===== src/hdl/lir_pkg.sv =====
// Shared types and constants of the linear interpolation resampler.
`default_nettype none

package lir_pkg;

    localparam int OPCODE_BITS = 2;
    localparam logic [OPCODE_BITS-1:0] OPC_LOAD    = 2'd0;
    localparam logic [OPCODE_BITS-1:0] OPC_EMIT    = 2'd1;
    localparam logic [OPCODE_BITS-1:0] OPC_RESTART = 2'd2;

    localparam int RATIO_BITS  = 24;
    localparam int LENGTH_BITS = 16;
    localparam int CFG_INDEX_BITS = 1;
    localparam int CFG_DATA_BITS  = RATIO_BITS;
    localparam logic [CFG_INDEX_BITS-1:0] REG_RATIO  = 1'b0;
    localparam logic [CFG_INDEX_BITS-1:0] REG_LENGTH = 1'b1;
    localparam logic [RATIO_BITS-1:0]  RATIO_RESET  = 24'd65536;
    localparam logic [LENGTH_BITS-1:0] LENGTH_RESET = 16'd4096;

    localparam int QUEUE_DEPTH    = 2;
    localparam int QUEUE_PTR_BITS = $clog2(QUEUE_DEPTH);
    localparam int QUEUE_CNT_BITS = $clog2(QUEUE_DEPTH + 1);

    typedef enum logic [1:0] {
        CMD_LOAD,
        CMD_EMIT,
        CMD_RESTART
    } cmd_kind_t;

    typedef struct packed {
        logic      valid;
        cmd_kind_t kind;
    } cmd_t;

endpackage

`default_nettype wire


===== src/hdl/lir_front.sv =====
// Front end: accepts input words, decodes the opcode and queues commands.
`default_nettype none

module lir_front #(
    parameter int SAMPLE_BITS = 24
) (
    input  wire logic                             aclk,
    input  wire logic                             aresetn,
    input  wire logic                             s_tvalid,
    output logic                                  s_tready,
    input  wire logic [lir_pkg::OPCODE_BITS-1:0]  s_opcode,
    input  wire logic [SAMPLE_BITS-1:0]           s_sample,
    output lir_pkg::cmd_t                         cmd,
    output logic      [SAMPLE_BITS-1:0]           cmd_sample,
    input  wire logic                             cmd_pop
);

    import lir_pkg::*;

    cmd_kind_t                 q_kind_reg   [QUEUE_DEPTH];
    logic [SAMPLE_BITS-1:0]    q_sample_reg [QUEUE_DEPTH];
    logic [QUEUE_PTR_BITS-1:0] wr_ptr_reg;
    logic [QUEUE_PTR_BITS-1:0] rd_ptr_reg;
    logic [QUEUE_CNT_BITS-1:0] count_reg;
    cmd_kind_t                 kind_dec;
    logic                      known;
    logic                      push;

    // Opcode 3 is dropped here and never reaches the back end.
    always_comb begin
        kind_dec = CMD_LOAD;
        known    = 1'b1;
        case (s_opcode)
            OPC_LOAD:    kind_dec = CMD_LOAD;
            OPC_EMIT:    kind_dec = CMD_EMIT;
            OPC_RESTART: kind_dec = CMD_RESTART;
            default:     known    = 1'b0;
        endcase
    end

    assign s_tready   = (count_reg != QUEUE_CNT_BITS'(QUEUE_DEPTH));
    assign push       = s_tvalid && s_tready && known;
    assign cmd.valid  = (count_reg != '0);
    assign cmd.kind   = q_kind_reg[rd_ptr_reg];
    assign cmd_sample = q_sample_reg[rd_ptr_reg];

    always_ff @(posedge aclk) begin
        if (!aresetn) begin
            wr_ptr_reg <= '0;
            rd_ptr_reg <= '0;
            count_reg  <= '0;
        end else begin
            if (push) begin
                wr_ptr_reg <= wr_ptr_reg + 1'b1;
            end
            if (cmd_pop) begin
                rd_ptr_reg <= rd_ptr_reg + 1'b1;
            end
            if (push && !cmd_pop) begin
                count_reg <= count_reg + 1'b1;
            end else if (!push && cmd_pop) begin
                count_reg <= count_reg - 1'b1;
            end
        end
    end

    always_ff @(posedge aclk) begin
        if (push) begin
            q_kind_reg[wr_ptr_reg]   <= kind_dec;
            q_sample_reg[wr_ptr_reg] <= s_sample;
        end
    end

endmodule

`default_nettype wire


===== config.mk =====
export PLATFORM = sky130hd
export DESIGN_NAME = lir_front
export DESIGN_NICKNAME = d
export VERILOG_FILES = /design/src/hdl/lir_pkg.sv /design/src/hdl/lir_front.sv
export SDC_FILE = /design/constraint.sdc
export NUM_CORES = 1
export LEC_CHECK = 0
export ABC_AREA = 1
export BUFFER_PORTS_ARGS = -buffer_cell sky130_fd_sc_hd__buf_2
export CAP_MARGIN = 10
export CORE_ASPECT_RATIO = 1.4
export CORE_MARGIN = 5
export CORE_UTILIZATION = 54
export CTS_BUF_LIST = sky130_fd_sc_hd__clkbuf_8
export DETAILED_ROUTE_END_ITERATION = 8
export PLACE_DENSITY_LB_ADDON = 0.1
export SLEW_MARGIN = 15
export SYNTH_ARGS = -nofsm -noshare
export SYNTH_HDL_FRONTEND = slang
export SYNTH_SLANG_ARGS = --single-unit

===== constraint.sdc =====
create_clock -name aclk -period 2.8 [get_ports aclk]
set_input_delay 0.56 -clock aclk [delete_from_list [all_inputs] [get_ports aclk]]
set_output_delay 0.56 -clock aclk [all_outputs]
set_load 0.005 [all_outputs]

==> results.toml <==
[timing]
fin_crit_sh_pct = 81.8
finalSetupTns_ns = 0
fmax_ghz = 0.437
fin_worst_skew_ns = 0.00278
hold_violations = 0
slew_headroom_pct = 46.4
rsz0062_at_grt = "no"
min_period_ns = 2.29
setup_violations = 0
report.final.slew_viol_count = 0
tightest_slew_ns = 0.803

[yosys]
syn_avg_cell_area_um2 = 18.3
synth_cell_types = 14
ys_seq_area_share_pct = 74.4
synth.largest_area_cell = "edfxtp_1"
netlist_instances = 122
syn_nets = 153
synth_top_cell_area_share_pct = 70.0
synth_area_leaders = "edfxtp_1 70%, mux2_4 13%, dfxtp_1 4.5%, mux2_2 3.0%, nand2_1 1.8%"
ys_ff_latch = 57
syn_area_mm2 = 0.00223
ys_warn_count = 0

[grt]
gr-usage-all-layers_pct = 14.6
grt_max_degree = 28
grt_first_pass_wirelength_um = 5970
overflow = 0
antenna_found_initial = 0
grt_pass1_vias = 1353

[clocking]
cts_tree = "yes"
clk_pin_slew_ns = 0.06
postCtsHoldBufs = 0
cts-buffers-inserted = 9
clk_latency_ns = 0.32
cts_buffer_depth = 2
clkSinkCount = 57
cts_setup_buffers = 0
postCtsResizedCells = 0
htreeDepth = 3
cts_root_buf = "clkbuf_8"

[setup_path]
critPathRequiredTime_ns = 2.24
start_kind = "flop"
end_kind = "output port"
crit_arrival_ns = 1.73
crit_fanout = 26
r2r-end = "q_sample_reg[0][16]"
ff2ff_path_depth = 5
critPathKind = "reg -> out"
reg2reg_setup_slack_ns = 1.10
r2r-start = "count_reg[0]"

[detailed_routing]
drt_wl_total_um = 3660
firstDrtPassIters = 4
routed_via_density = 5.08
drc = 0
drtIter0Drc = 44
post_drt_wl_per_cell_um = 15.4
vias = 1204
postRouteAntennaNets = 0

[place]
gp_congestion = 0.603
io_buffer_count = 57
dp_hpwl_um = 2620

[floorplan]
fp.dieW_um = 64.3
coreArea_mm2 = 0.00395
start_util_pct = 56.5
die-area_mm2 = 0.00554
ios = 58
die_h_um = 86.1
rows = 27

[min_path]
hold_path.class = "in -> reg"
hold_end = "q_sample_reg[0][18]"
hold_depth = 1
hold_start = "s_sample[18]"

[cells_and_area]
area_growth_pct = 24.9
final_util_pct = 70.5
nets = 220
largest_reg_flops = 48
drive_above_1_share_pct = 52.6
antenna_cells = 0

[run]
maxCapViolCount = 0

[power]
peakVddDrop_v = 0.000574
power_density_mw_per_mm2 = 761
cellLeakagePower_nw = 1.16

[outcome]
status = "complete, no violations"
[layer usage]
metal  GRT usage, %  wire length, um  up-vias
li1               -                -      577
met1           14.4             1270      578
met2           25.8             2040       42
met3           4.85              260        7
met4           8.33               83        0
met5              0                0        -
[cell usage after synthesis]
| library cell | n |
|---|---|
| buf_6 | 1 |
| dfxtp_1 | 5 |
| mux2_2 | 6 |
| edfxtp_1 | 52 |
| nand2_1 | 11 |
| o21ai_0 | 1 |
| mux2_4 | 20 |
| buf_12 | 2 |
| nor2_1 | 9 |
| a21oi_1 | 1 |
| inv_1 | 10 |
| ha_1 | 1 |
| nand4_1 | 1 |
| nand3_1 | 2 |
[area by class of cell]
class	count	area, um^2
Clock buffer	9	124
Clock inverter	7	110
Fill cell	288	1160
Inverter	10	37.5
Multi-Input combinational cell	52	487
Sequential cell	57	1660
Tap cell	43	53.8
Timing Repair Buffer	59	313
[placed cells by master (no fill, tap or decap)]
| master | n |
|---|---|
| nor2_2 | 2 |
| clkinv_2 | 1 |
| nor2_1 | 7 |
| nand2_1 | 11 |
| dfxtp_2 | 1 |
| inv_1 | 11 |
| bufinv_16 | 3 |
| ha_1 | 1 |
| clkinv_1 | 1 |
| nand4_1 | 1 |
| dfxtp_1 | 4 |
| clkbuf_8 | 9 |
| buf_4 | 1 |
| mux2_2 | 6 |
| clkinvlp_4 | 1 |
| a21oi_1 | 1 |
| mux2_4 | 20 |
| o21ai_0 | 1 |
| buf_2 | 57 |
| edfxtp_1 | 52 |
| nand3_1 | 2 |
| buf_12 | 1 |
[cells by family after synthesis]
| family | share of synthesized area, % |
|---|---|
| simple gates | 4.09 |
| buf+inv | 3.98 |
| fa+ha+maj | 0.560 |
| mux | 16.5 |
| flops | 74.4 |
| compound gates | 0.448 |
[through the flow]
stage / cell area [um^2] / instances / total power [mW] / hold slack [ns] / setup slack (ns)
floorplan: 2230 / 122 / 1.17 / 0.463 / 0.499
global placement: 2550 / 221 / 1.25 / 0.474 / 0.863
detailed placement: 2550 / 221 / 1.26 / 0.485 / 0.831
CTS: 2790 / 237 / 2.15 / 0.412 / 0.479
global route: 2790 / 237 / 2.22 / 0.409 / 0.425
finish: 2790 / 237 / 2.12 / 0.425 / 0.511
[power by group]
group	switching, mW	total [mW]	internal, mW	leakage, nW
clock	0.300	0.883	0.583	0.118
combinational	0.0955	0.213	0.118	0.521
sequential	0.0303	1.03	0.996	0.523
total	0.426	2.12	1.70	1.16
[critical path, cell delays in order, from the launching register on]
cell and delay (ns):
dfxtp_2 0.85, mux2_2 0.42, buf_2 0.13
[worst max-delay path by stage]
| stage | end | slack [ns] | cells past startpoint |
|---|---|---|---|
| after floorplan | q_kind_reg[1][0] | 0.50 | 3 |
| after global placement | cmd_sample[13] | 0.86 | 2 |
| after CTS | cmd_sample[20] | 0.48 | 2 |
| final | cmd_sample[20] | 0.51 | 2 |
| after global routing | cmd_sample[20] | 0.43 | 2 |
| after detailed placement | cmd_sample[20] | 0.83 | 2 |
(Power assumes the default switching activity.)
